==> config.mk <==
export PLATFORM = sky130hd
export DESIGN_NAME = per_bit_change_lockout_qualifier_top
export DESIGN_NICKNAME = d
export VERILOG_FILES = /design/src/design/pbclq_pkg.sv /design/src/design/per_bit_change_lockout_qualifier_top.sv
export VERILOG_INCLUDE_DIRS = /design/src /design/src/design
export SDC_FILE = /design/constraint.sdc
export NUM_CORES = 1
export LEC_CHECK = 0
export BUFFER_PORTS_ARGS = -buffer_cell sky130_fd_sc_hd__buf_4
export CAP_MARGIN = 20
export CORE_MARGIN = 8
export CORE_UTILIZATION = 56
export CTS_BUF_LIST = sky130_fd_sc_hd__clkbuf_8
export CTS_CLUSTER_DIAMETER = 100
export CTS_CLUSTER_SIZE = 40
export DETAILED_ROUTE_END_ITERATION = 10
export PLACE_DENSITY = 0.73
export SETUP_SLACK_MARGIN = 0.5
export SYNTH_ARGS = -nofsm -noshare
export SYNTH_HDL_FRONTEND = slang
export SYNTH_SLANG_ARGS = --single-unit
==> constraint.sdc <==
create_clock -name clk_i -period 5.35 [get_ports clk_i]
set_input_delay 1.07 -clock clk_i [delete_from_list [all_inputs] [get_ports clk_i]]
set_output_delay 1.07 -clock clk_i [all_outputs]
set_load 0.02 [all_outputs]
==> src/design/per_bit_change_lockout_qualifier_top_macros.svh <==
// assertion macros for the per-bit change lockout qualifier
// used by per_bit_change_lockout_qualifier_top; no other dependencies
`ifndef PER_BIT_CHANGE_LOCKOUT_QUALIFIER_TOP_MACROS_SVH
`define PER_BIT_CHANGE_LOCKOUT_QUALIFIER_TOP_MACROS_SVH

`ifndef SYNTHESIS
// concurrent check on the rising clock, off while reset is asserted
`define PBCLQ_ASSERT(label, clk, rst_n, prop, msg) \
  label: assert property (@(posedge clk) disable iff (!rst_n) prop) else $error(msg);
// concurrent check that also holds during reset
`define PBCLQ_ASSERT_ALWAYS(label, clk, prop, msg) \
  label: assert property (@(posedge clk) prop) else $error(msg);
`else
`define PBCLQ_ASSERT(label, clk, rst_n, prop, msg)
`define PBCLQ_ASSERT_ALWAYS(label, clk, prop, msg)
`endif

`endif

==> src/design/pbclq_pkg.sv <==
// shared constants for the per-bit change lockout qualifier
// no dependencies
`timescale 1ns / 1ps
`default_nettype none

package pbclq_pkg;

  // channel count default and field widths
  localparam int unsigned ChannelsDefault = 8;
  localparam int unsigned SampleW         = 8;
  localparam int unsigned ReportW         = 8;
  localparam int unsigned HoldW           = 16;

  // stream word widths
  localparam int unsigned InDataW  = 8;
  localparam int unsigned InUserW  = 1;
  localparam int unsigned OutDataW = 2 * ReportW;

  // hold limit after reset and counter ceiling
  localparam logic [HoldW-1:0] HoldLimitReset = 16'd1500;
  localparam logic [HoldW-1:0] HoldMax        = '1;

endpackage

`default_nettype wire

==> src/design/per_bit_change_lockout_qualifier_top.sv <==
// Per-bit change lockout qualifier: a channel whose sample bit changes passes
// the new value at once, then ignores further changes for the next hold_limit
// valid words and takes the current sample bit again on the word after that.
// With hold_limit at its largest value a locked channel stays locked until
// reset. A word with tuser low is an idle tick: the result has qualified at
// zero and the state holds. One word is accepted every cycle while s_axis_tready
// is high. Each word passes an input register, then the per-channel update into
// the result register. s_axis_tready drops only while a result waits on a low
// m_axis_tready with the input register full. The user writes hold_limit through
// the cfg channel only while idle; the block itself does not enforce this.
// Depends on pbclq_pkg and per_bit_change_lockout_qualifier_top_macros.svh.
`timescale 1ns / 1ps
`default_nettype none

`include "per_bit_change_lockout_qualifier_top_macros.svh"

module per_bit_change_lockout_qualifier_top #(
  parameter int unsigned CHANNELS = pbclq_pkg::ChannelsDefault
) (
  input  wire logic                            clk_i,
  input  wire logic                            rst_ni,
  // input words
  input  wire logic                            s_axis_tvalid,
  output      logic                            s_axis_tready,
  input  wire logic [pbclq_pkg::InDataW-1:0]   s_axis_tdata,  // [7:0] sample
  input  wire logic [pbclq_pkg::InUserW-1:0]   s_axis_tuser,  // [0] sample_valid
  // result words
  output      logic                            m_axis_tvalid,
  input  wire logic                            m_axis_tready,
  output      logic [pbclq_pkg::OutDataW-1:0]  m_axis_tdata,  // [7:0] qualified,
                                                              // [15:8] locked_mask
  // hold limit write
  input  wire logic                            cfg_valid_i,
  output      logic                            cfg_ready_o,
  input  wire logic [pbclq_pkg::HoldW-1:0]     cfg_data_i
);

  localparam int unsigned HoldW   = pbclq_pkg::HoldW;
  localparam int unsigned ReportW = pbclq_pkg::ReportW;

  // input stage
  logic                            in_valid_q;
  logic [pbclq_pkg::InDataW-1:0]   in_data_q;
  logic                            in_user_q;
  logic                            advance;

  // result stage
  logic                            out_valid_q;
  logic [pbclq_pkg::OutDataW-1:0]  out_data_q, out_data_d;

  // channel state
  logic [HoldW-1:0]    hold_limit_q;
  logic [CHANNELS-1:0] prev_q, out_q, lock_q;
  logic [CHANNELS-1:0] prev_d, out_d, lock_d;
  logic [HoldW-1:0]    cnt_q [CHANNELS];
  logic [HoldW-1:0]    cnt_d [CHANNELS];
  logic [CHANNELS-1:0] cur;
  logic [CHANNELS-1:0] cnt_nz;
  logic [ReportW-1:0]  out_rep, lock_rep;

  // handshakes
  assign advance       = in_valid_q && (!out_valid_q || m_axis_tready);
  assign s_axis_tready = !in_valid_q || advance;
  assign m_axis_tvalid = out_valid_q;
  assign m_axis_tdata  = out_data_q;
  assign cfg_ready_o   = 1'b1;

  // input register
  always_ff @(posedge clk_i or negedge rst_ni) begin
    if (!rst_ni) begin
      in_valid_q <= 1'b0;
    end else if (s_axis_tready) begin
      in_valid_q <= s_axis_tvalid;
    end
  end

  always_ff @(posedge clk_i) begin
    if (s_axis_tready && s_axis_tvalid) begin
      in_data_q <= s_axis_tdata;
      in_user_q <= s_axis_tuser[0];
    end
  end

  // sample bit per channel, channels past the sample width read zero
  for (genvar gi = 0; gi < CHANNELS; gi++) begin : g_cur
    if (gi < pbclq_pkg::SampleW) begin : g_in
      assign cur[gi] = in_data_q[gi];
    end else begin : g_zero
      assign cur[gi] = 1'b0;
    end
  end

  // per-channel change detection, lockout and hold counting
  always_comb begin
    logic fresh;
    logic lk;
    logic o;
    prev_d = prev_q;
    out_d  = out_q;
    lock_d = lock_q;
    for (int i = 0; i < CHANNELS; i++) begin
      cnt_d[i] = cnt_q[i];
    end
    for (int i = 0; i < CHANNELS; i++) begin
      fresh = (cur[i] ^ prev_q[i]) & ~lock_q[i];
      lk    = lock_q[i] | fresh;
      o     = fresh ? cur[i] : out_q[i];
      if (lk) begin
        if (cnt_q[i] > hold_limit_q) begin
          cnt_d[i] = '0;
          lk       = 1'b0;
          o        = cur[i];
        end else if (cnt_q[i] != pbclq_pkg::HoldMax) begin
          cnt_d[i] = cnt_q[i] + 1'b1;
        end
      end
      lock_d[i] = lk;
      out_d[i]  = o;
    end
    if (in_user_q) begin
      prev_d = cur;
    end else begin
      out_d  = out_q;
      lock_d = lock_q;
      for (int i = 0; i < CHANNELS; i++) begin
        cnt_d[i] = cnt_q[i];
      end
    end
  end

  // reported low bits, channels not present read zero
  for (genvar gj = 0; gj < ReportW; gj++) begin : g_rep
    if (gj < CHANNELS) begin : g_ch
      assign out_rep[gj]  = out_d[gj];
      assign lock_rep[gj] = lock_d[gj];
    end else begin : g_none
      assign out_rep[gj]  = 1'b0;
      assign lock_rep[gj] = 1'b0;
    end
  end

  assign out_data_d = {lock_rep, (in_user_q ? out_rep : {ReportW{1'b0}})};

  // channel state and hold limit
  always_ff @(posedge clk_i or negedge rst_ni) begin
    if (!rst_ni) begin
      hold_limit_q <= pbclq_pkg::HoldLimitReset;
      prev_q       <= '0;
      out_q        <= '0;
      lock_q       <= '0;
      for (int i = 0; i < CHANNELS; i++) begin
        cnt_q[i] <= '0;
      end
    end else begin
      if (cfg_valid_i) begin
        hold_limit_q <= cfg_data_i;
      end
      if (advance) begin
        prev_q <= prev_d;
        out_q  <= out_d;
        lock_q <= lock_d;
        for (int i = 0; i < CHANNELS; i++) begin
          cnt_q[i] <= cnt_d[i];
        end
      end
    end
  end

  // result register
  always_ff @(posedge clk_i or negedge rst_ni) begin
    if (!rst_ni) begin
      out_valid_q <= 1'b0;
    end else if (advance) begin
      out_valid_q <= 1'b1;
    end else if (m_axis_tready) begin
      out_valid_q <= 1'b0;
    end
  end

  always_ff @(posedge clk_i) begin
    if (advance) begin
      out_data_q <= out_data_d;
    end
  end

  // nonzero counters for checking
  for (genvar gk = 0; gk < CHANNELS; gk++) begin : g_nz
    assign cnt_nz[gk] = |cnt_q[gk];
  end

  // checks
  `PBCLQ_ASSERT(a_idle_counter_zero, clk_i, rst_ni, (cnt_nz & ~lock_q) == '0,
                "counter running on an unlocked channel")
  `PBCLQ_ASSERT(a_idle_tick_zero, clk_i, rst_ni,
                advance && !in_user_q |=> m_axis_tdata[ReportW-1:0] == '0,
                "idle tick gave a nonzero qualified word")
  `PBCLQ_ASSERT(a_mask_matches_lock, clk_i, rst_ni,
                advance |=> m_axis_tdata[2*ReportW-1:ReportW] == $past(lock_rep),
                "reported lock mask differs from lock state")
  `PBCLQ_ASSERT(a_prev_follows, clk_i, rst_ni,
                advance && in_user_q |=> prev_q == $past(cur),
                "previous sample did not follow a valid word")

endmodule

`default_nettype wire
* Yosys cells after proc, flatten, opt, wreduce, memory -nomap -nowiden
Index checks and enable logic that the tools add are counted.
** Word-level totals
- Bits of input ports :: 30
- Output and inout bits :: 19
- Register bits after elaboration :: 195
** Cells by class
- Bitwise gates (word level) :: 32
- Eq/ne operators :: 8
- Add/subtract/negate cells :: 8
- Muxes and demuxes :: 60
- $lt $le $gt $ge :: 8
- Reductions and logical operators :: 24
** Operators by type and width (number)
- $mux W16 :: 16
- $add A16 B1 Y16 const B :: 8
- $gt A16 B16 Y1 :: 8
- $ne A16 B16 Y1 const B :: 8
- $mux W1 :: 42
- $reduce_and A4 Y1 :: 8
- $reduce_bool A2 Y1 :: 9
- $mux W8 :: 2
- $and A1 B1 Y1 :: 8
- $not A1 Y1 :: 8
- $or A1 B1 Y1 :: 8
- $xor A1 B1 Y1 :: 8
- $logic_and A1 B1 Y1 :: 2
- $logic_not A1 Y1 :: 2
- $logic_or A1 B1 Y1 :: 2
- $reduce_and A2 Y1 :: 1

* Longest topological paths before layout
Gate-level depths: netlist of run 1.
- Depth in word-level cells :: 6
- Gate-level depth with buffers :: 11
- Mapped depth without buffers :: 9

* Worst setup path after synthesis of run 1
Ideal clock, no wire load.
- Kind :: register -> register
- Start :: reg hold_limit_q[10]
- End :: reg out_data_q, in the netlist m_axis_tdata[7], data pin
- Period minus slack after synthesis :: 2.578 ns
- Stages on the path, launching flop included :: 10
- Required time :: 5.091 ns
- Slack :: 2.772 ns
- Arrival time :: 2.319 ns
- Path buffers :: 1
- Cell sequence :: dfstp_2 > inv_1 > ha_1 > nand2_1 > nor4_1 > a21bo_2 > a31o_2 > buf_2 > and3_1 > o31a_1
** On the way
- Longest elaborated chain between the ends :: 4
** Ends and longest elaborated chain
- from (decl) :: line per_bit_change_lockout_qualifier_top.sv:52 : logic [HoldW-1:0] hold_limit_q;
- from (signal assigned) :: line per_bit_change_lockout_qualifier_top.sv:147 : hold_limit_q <= pbclq_pkg::HoldLimitReset;
- from (signal assigned) :: line per_bit_change_lockout_qualifier_top.sv:156 : hold_limit_q <= cfg_data_i;
- $gt A16 B16 Y1 :: line per_bit_change_lockout_qualifier_top.sv:109 : if (cnt_q[i] > hold_limit_q) begin
- $mux W1 :: line per_bit_change_lockout_qualifier_top.sv:109
- $mux W1 :: line per_bit_change_lockout_qualifier_top.sv:108 : if (lk) begin
- $mux W8 :: line per_bit_change_lockout_qualifier_top.sv:120 : if (in_user_q) begin
- to (signal assigned) :: line per_bit_change_lockout_qualifier_top.sv:182 : out_data_q <= out_data_d;
- to (decl) :: line per_bit_change_lockout_qualifier_top.sv:49 : logic [pbclq_pkg::OutDataW-1:0] out_data_q, out_data_d;
Every way passes these cells.
A chain may end at the register's enable or synchronous reset.

* Worst setup path after layout of run 1
- Start :: in m_axis_tready
- End :: reg cnt_q[127] (netlist name)
** On the way
- Longest elaborated chain between the ends :: 3
** Ends and longest elaborated chain
- from (decl) :: line per_bit_change_lockout_qualifier_top.sv:29 : input wire logic m_axis_tready,
- $logic_or A1 B1 Y1 :: line per_bit_change_lockout_qualifier_top.sv:62 : assign advance = in_valid_q && (!out_valid_q || m_axis_tready);
- $logic_and A1 B1 Y1 :: line per_bit_change_lockout_qualifier_top.sv:62
- $reduce_and A4 Y1 (no source line)
- to (signal, indexed assignment) :: line per_bit_change_lockout_qualifier_top.sv:163 : cnt_q[i] <= cnt_d[i];
- to (decl) :: line per_bit_change_lockout_qualifier_top.sv:55 : logic [HoldW-1:0] cnt_q [CHANNELS];
Every way passes these cells.

==> out/results.ini, run 1 <==
[grt]
grt_first_pass_wirelength_um = 55400
grt_max_degree = 92
grt_pass1_vias = 10600
antenna_found_initial = 1
track_usage_pct = 24.3
gr-total-overflow = 0

[synth]
syn_inst = 1469
ys_types = 73
synth-edff-count = 25
synthTopCellsByCount = nand2_1, dfrtp_1, ha_1, o21ai_0, nor2_1
synth.most_common_cell = nand2_1
synth_top_area_share_pct = 31.6
synth_top_cell_by_area = dfrtp_1
synth_fp_nets = 1635
ys_seq_area_share_pct = 38.8
synthesis.area_um2 = 12900
ys_seq_elements = 195
synthArstFlopShare_pct = 87.2
syn_avg_cell_area_um2 = 8.80
ys.flop_type = dfrtp_1
yosysWarningCount = 0
yosys-top-cells-area = dfrtp_1, ha_1, edfxtp_1

[setup_path]
critical_path_buf_inv_count = 1
critical_path_class = input port to flop
critPathMaxFanout = 18
slowest_delay_ns = 0.93
cp-startpoint = m_axis_tready
crit_chain = buf_4 > nand2b_1 > nand3_1 > nor2_1 > o2111ai_1 > nor2_1 > a21boi_2 > a2bb2oi_2
critPathTopFamily = simple AND/OR/NAND/NOR gates
worst_path_most_repeated_cell = nor2_1
reg2reg_setup_slack_ns = 1.93
worstPathRequired_ns = 5.70
crit_slowest_cell = nor2_1
critPathArrivalTime_ns = 3.80
start_kind = input port
worstSetupEndpointType = flop
rr_startpoint = hold_limit_q[10]$_DFFE_PN1P_

[cts]
clk-insertion-delay-late_ns = 0.49
cts_root_buf = clkbuf_8
holdBufCountCts = 0
cts_resized = 0
cts_max_path_buffers = 2
cts_tree = done
cts.sink_count = 195
cts_buffers = 17
path_clk_slew_ns = 0.11
cts_max_level = 4
cts_setup_buffers = 0

[pwr]
leakage_uw = 0.00602
power.switching_uw = 1520
switching_share_pct = 37.9
ir_drop_mv = 0.210
p_int_uw = 2500
p_comb_share_pct = 26.4
total_power_uw = 4020
clockPowerShare_pct = 24.4
power.density_nw_per_um2 = 289
seq_power_share_pct = 49.1

[drt]
vias_per_cell = 6.37
route.detailed.drc = 0
first_iter_violations = 991
dr_total_vias = 11400
first_pass_iters = 5
wirelength_um = 34300
antenna_left = 0
wl_per_cell_um = 19.1

[sta]
worst_pin_slew_ns = 1.10
timing.fmax_mhz = 290
fin_crit_ns = 3.45
fin_skew_ns = 0.0200
finalHoldViolations = 0
maxSlewViolCount = 0
whs_ns = 0.535
period_share_pct = 64.5
relSlewSlack_pct = 26.7
rsz0062_at_grt = no
tns_ns = 0
setup_viol = 0

[placed_design]
routabilityCongestion = 0.903
place_hpwl_um = 23800
place_area_um2 = 13500
io_buffers = 47

[floorplan]
start_util_pct = 57.1
row_count = 55
die_h_um = 168
die_w_um = 168
die-area_um2 = 28200
coreArea_um2 = 22600
pin_count = 49

[min_path]
worstHoldPathType = flop to flop
worstHoldStart = cnt_q[40]$_DFFE_PN0P_

[cells_and_area]
drive_above_1_share_pct = 8.21
final_util_pct = 61.4
antennaDiodeCount = 0
fin_nets = 1663
postLayoutCellArea_um2 = 13900
flow.area_growth_from_synthesis_pct = 7.61

[status]
status = finished, final reports clean

[flow_run]
maxCapViolations = 0

-- worst paths after layout --
check | to | cells past startpoint
setup / recovery | cnt_q[127]$_DFFE_PN0P_ | 8
hold / removal | cnt_q[40]$_DFFE_PN0P_ | 1
setup reg to reg | m_axis_tdata[3]$_SDFFCE_PN0P_ | 10
hold reg to reg | cnt_q[40]$_DFFE_PN0P_ | 1
max in group asynchronous | cnt_q[122]$_DFFE_PN0P_ | 2
min in group asynchronous | cnt_q[101]$_DFFE_PN0P_ | 1
-- per-layer routing --
metal | vias up | GRT usage (%) | routed length [um]
met2 | 334 | 39.0 | 15700
met1 | 5554 | 32.8 | 16000
met4 | 0 | 9.24 | 1030
met3 | 58 | 3.46 | 1620
li1 | 5496 | - | -
met5 | - | 0 | 0
-- worst register-to-register path, cell delays in order (launching register included) --
cell and delay (ns):
dfstp_2 0.53, inv_1 0.25, ha_1 0.40, nand2_1 0.08, nor4_1 0.34, o21ai_0 0.14, a31oi_1 0.63, buf_4 0.31
nor2_1 0.08, a311oi_1 0.31, nor2_1 0.10
-- metrics by stage --
stage	worst slack, ns	cells
final	1.90	1795
after global routing	1.67	1795
after CTS	1.91	1795
after detailed placement	1.45	1763
after global placement	1.48	1762
after floorplan	2.77	1469
-- registers in the layout, indices dropped and copies added, names as in the netlist --
| register | count |
|---|---|
| lock_q | 8 |
| prev_q | 8 |
| out_q | 8 |
| in_user_q | 1 |
| in_valid_q | 1 |
| m_axis_tdata | 16 |
| cnt_q | 128 |
| hold_limit_q | 16 |
| cur | 8 |
| m_axis_tvalid | 1 |
-- logic make-up (layout without fill, tap and decap cells) --
logic type,count (synthesis),in the layout,synth area share [%]
buffers and inverters,95,136,3.09
muxes,4,4,0.339
DFF,195,195,38.8
adders and majority gates,142,142,13.6
AOI/OAI and AO/OA,406,406,19.3
xor gates and xnor gates,34,34,2.30
and+or+nand+nor,592,592,22.5
other,1,1,0.0290
-- power groups by stage --
stage	Sequential (uW)	Clock, uW	Combinational (uW)
2_1_floorplan	1900	0	787
3_3_place_gp	1990	0	1010
3_5_place_dp	1990	0	1060
4_1_cts	1970	996	1060
5_1_grt	2010	1050	1220
6_report	1980	982	1060
-- layout make-up --
cell class	count	area, um^2
tap	285	357
inverter	43	161
clock inverter	12	114
sequential	195	5010
multi-input combinational	1179	7530
timing repair buffer	61	462
fill	1926	8730
clock buffer	20	275
-- cell usage in the layout, fill, tap and decap left out, types with 18 or more instances in the layout --
| cell | count |
|---|---|
| nand4_1 | 48 |
| nor3_1 | 36 |
| nand2_1 | 174 |
| edfxtp_1 | 25 |
| nor2b_1 | 19 |
| o31ai_1 | 38 |
| clkbuf_8 | 20 |
| o21ai_0 | 134 |
| dfrtp_1 | 163 |
| ha_1 | 136 |
| buf_4 | 60 |
| nand3_1 | 71 |
| nand2b_1 | 20 |
| inv_1 | 43 |
| and2_1 | 20 |
| a21oi_1 | 119 |
| a31oi_1 | 19 |
| and3_1 | 26 |
| nor2_1 | 126 |
| xnor2_1 | 18 |
Power figures use the tool's default switching activity.
==> run 2: changes to the inputs <==
PLACE_DENSITY = 0.76   (was 0.73)
clock period = 2.8 ns   (was 5.35 ns; I/O delays follow)
==> run 2 against run 1 <==
Net effect: sequential share of layout area fell by 6.8 points; final area is 23% higher; setup slack worse by 1.8 ns; the flow now finishes with violations (negative hold slack); critical path type is now flop to flop; via count grew 10%; die area unchanged; largest power group unchanged.
==> out/results.ini, run 2 (synthesis gave the netlist of run 1 again) <==
[status]
status = complete, but fails checks
violations = negative hold slack

[pwr]
p_int_uw = 5440  ; +120%
seq_power_share_pct = 43.9  ; -5.2 points
p_comb_share_pct = 33.1  ; +6.7 points
power.density_nw_per_um2 = 510  ; +76%
clockPowerShare_pct = 23.0  ; -1.4 points
leakage_uw = 0.00711  ; +18%
switching_share_pct = 37.8  ; -0.16 points
power.switching_uw = 3300  ; +120%
ir_drop_mv = 0.459  ; +120%

[cts]
cts_max_level = 4  ; unchanged
cts.sink_count = 195  ; unchanged
clk-insertion-delay-late_ns = 0.49  ; about the same
path_clk_slew_ns = 0.11  ; about the same
cts_max_path_buffers = 2  ; unchanged
cts_tree = done
cts_root_buf = clkbuf_8
cts_buffers = 17  ; unchanged

[cells_and_area]
final_util_pct = 75.6  ; +14 points
drive_above_1_share_pct = 31.9  ; +24 points
most-common-layout-cells = dfrtp_1, nand2_1, buf_4
flow.area_growth_from_synthesis_pct = 32.5
top_register = cnt_q
num-fill-cells = 1470  ; -24%
instances_no_fill = 1928  ; +7.4%
final_common_cell = dfrtp_1
seqCellArea_um2 = 5020  ; about the same
largest_register_ff_count = 128  ; unchanged
fin_nets = 1796  ; +8.0%
antennaDiodeCount = 0  ; unchanged
multiInputGateArea_um2 = 9340  ; +24%
postLayoutCellArea_um2 = 17100  ; +23%

[floorplan]
die_h_um = 168  ; unchanged
row_count = 55  ; unchanged
pin_count = 49  ; unchanged
start_util_pct = 57.1  ; unchanged
die_w_um = 168  ; unchanged
coreArea_um2 = 22600  ; unchanged
die-area_um2 = 28200  ; unchanged

[sta]
worst_pin_slew_ns = 0.960  ; -0.137 ns
whs_ns = -0.00276  ; -0.538 ns
maxSlewViolCount = 0  ; unchanged
relSlewSlack_pct = 35.8  ; +9.1 points
period_share_pct = 95.1
rsz0062_at_grt = yes
fin_crit_ns = 2.66
setup_viol = 0  ; unchanged
tns_ns = 0  ; unchanged
timing.fmax_mhz = 376
fin_skew_ns = 0.0210  ; +0.00105 ns
finalHoldViolations = 2  ; +2

[setup_path]
slowest_delay_ns = 0.56  ; -0.37 ns
crit_slowest_cell = dfstp_2
crit_chain = clkinvlp_4 > buf_6 > ha_4 > a21oi_2 > o21ai_1 > a2111oi_1 > a31oi_1 > buf_4 > nand2b_4 > buf_8 > o31ai_2
critPathMaxFanout = 8  ; -10
critical_path_class = flop to flop
start_kind = flop
worstSetupEndpointType = flop
critPathArrivalTime_ns = 3.07  ; -0.73 ns
reg2reg_setup_slack_ns = 0.14  ; -1.79 ns
worstPathRequired_ns = 3.21  ; -2.49 ns

[placed_design]
dp_cells = 1818  ; +3.1%
io_buffers = 47  ; unchanged
routabilityCongestion = 0.912  ; +1.0%
place_area_um2 = 14100  ; +4.1%
place_hpwl_um = 26500  ; +11%

[min_path]
worstHoldPathType = input port to asynchronous set/reset pin

[drt]
wl_per_cell_um = 21.3  ; +12%
wirelength_um = 41100  ; +20%
dr_total_vias = 12600  ; +10%
first_iter_violations = 1109  ; +12%
antenna_left = 0  ; unchanged
route.detailed.drc = 0  ; unchanged
vias_per_cell = 6.53  ; +2.5%
first_pass_iters = 6  ; +1

[grt]
grt_pass1_vias = 11800  ; +12%
grt_max_degree = 52  ; -43%
antenna_found_initial = 0  ; -1
gr-total-overflow = 0  ; unchanged
grt_first_pass_wirelength_um = 61600  ; +11%
track_usage_pct = 27.0  ; +2.7 points

[flow_run]
maxCapViolations = 0  ; unchanged

## run 2: changes by cell type in the layout (fill, tap and decap cells not counted), sizes merged
cell,before,now
buf,61,190
clkbuf,20,21
inv,49,44
nand2b,21,22
bufinv,0,3
clkinv,5,4
clkinvlp,1,6
## run 2: metal layers
layer	vias to the layer above	wire length, um	global-route usage (%)
met5	-	0	0
met4	0	1930	11.4
met3	138	2440	4.40
met2	559	20000	45.2
met1	6128	16800	34.1
li1	5771	-	-
## run 2: area by class of cell
class | count | area share, %
clock buffers | 19 | 1.53
clock inverters | 13 | 0.921
inverters | 43 | 1.06
multi-input cells | 1180 | 54.5
flip-flops and latches | 195 | 29.3
well taps | 285 | 2.08
repair buffers | 192 | 10.5
repair inverters | 1 | 0.0658
## run 2: path summary, 6_finish.rpt
path                                             start                endpoint  depth (start not counted)
setup / recovery           hold_limit_q[7]$_DFFE_PN1P_  cnt_q[107]$_DFFE_PN0P_                         11
hold / removal                                  rst_ni  cnt_q[100]$_DFFE_PN0P_                          1
setup reg to reg           hold_limit_q[7]$_DFFE_PN1P_  cnt_q[107]$_DFFE_PN0P_                         11
hold reg to reg                   cnt_q[0]$_DFFE_PN0P_    cnt_q[0]$_DFFE_PN0P_                          1
max in group asynchronous                       rst_ni    out_q[5]$_DFFE_PN0P_                          2
min in group clk_i                     s_axis_tdata[7]        cur[7]$_DFFE_PP_                          1
## run 2: repair_timing
item,4_1_cts,5_1_grt
setup endpoints to repair,157,160
resized for setup,195,284
pin swaps,51,115
setup buffers,43,25
hold buffers,0,0
gates cloned,7,3
## run 2: critical path: cells and delay by family (launching register included)
family                   cells  cell delay, ns
AO/OA/AOI/OAI                5            0.93
flip-flops                   1            0.56
buffers and inverters        4            0.68
adder cells (fa/ha/maj)      1            0.22
AND/OR/NAND/NOR              1            0.20
## run 2: power by group through the flow
stage                     combinational (uW)  sequential, uW  clock [uW]
after floorplan                         1530            3640           0
after global placement                  2040            3790           0
after detailed placement                2140            3810           0
after CTS                               2430            3780        2030
after global routing                    3190            3890        2120
final                                   2890            3840        2010
## run 2: through the flow
step | power [uW] | setup WS, ns
2_1_floorplan | 5170 | 0.222
3_3_place_gp | 5830 | 0.110
3_5_place_dp | 5950 | 0.0527
4_1_cts | 8240 | 0.230
5_1_grt | 9200 | 0.0296
6_report | 8740 | 0.138
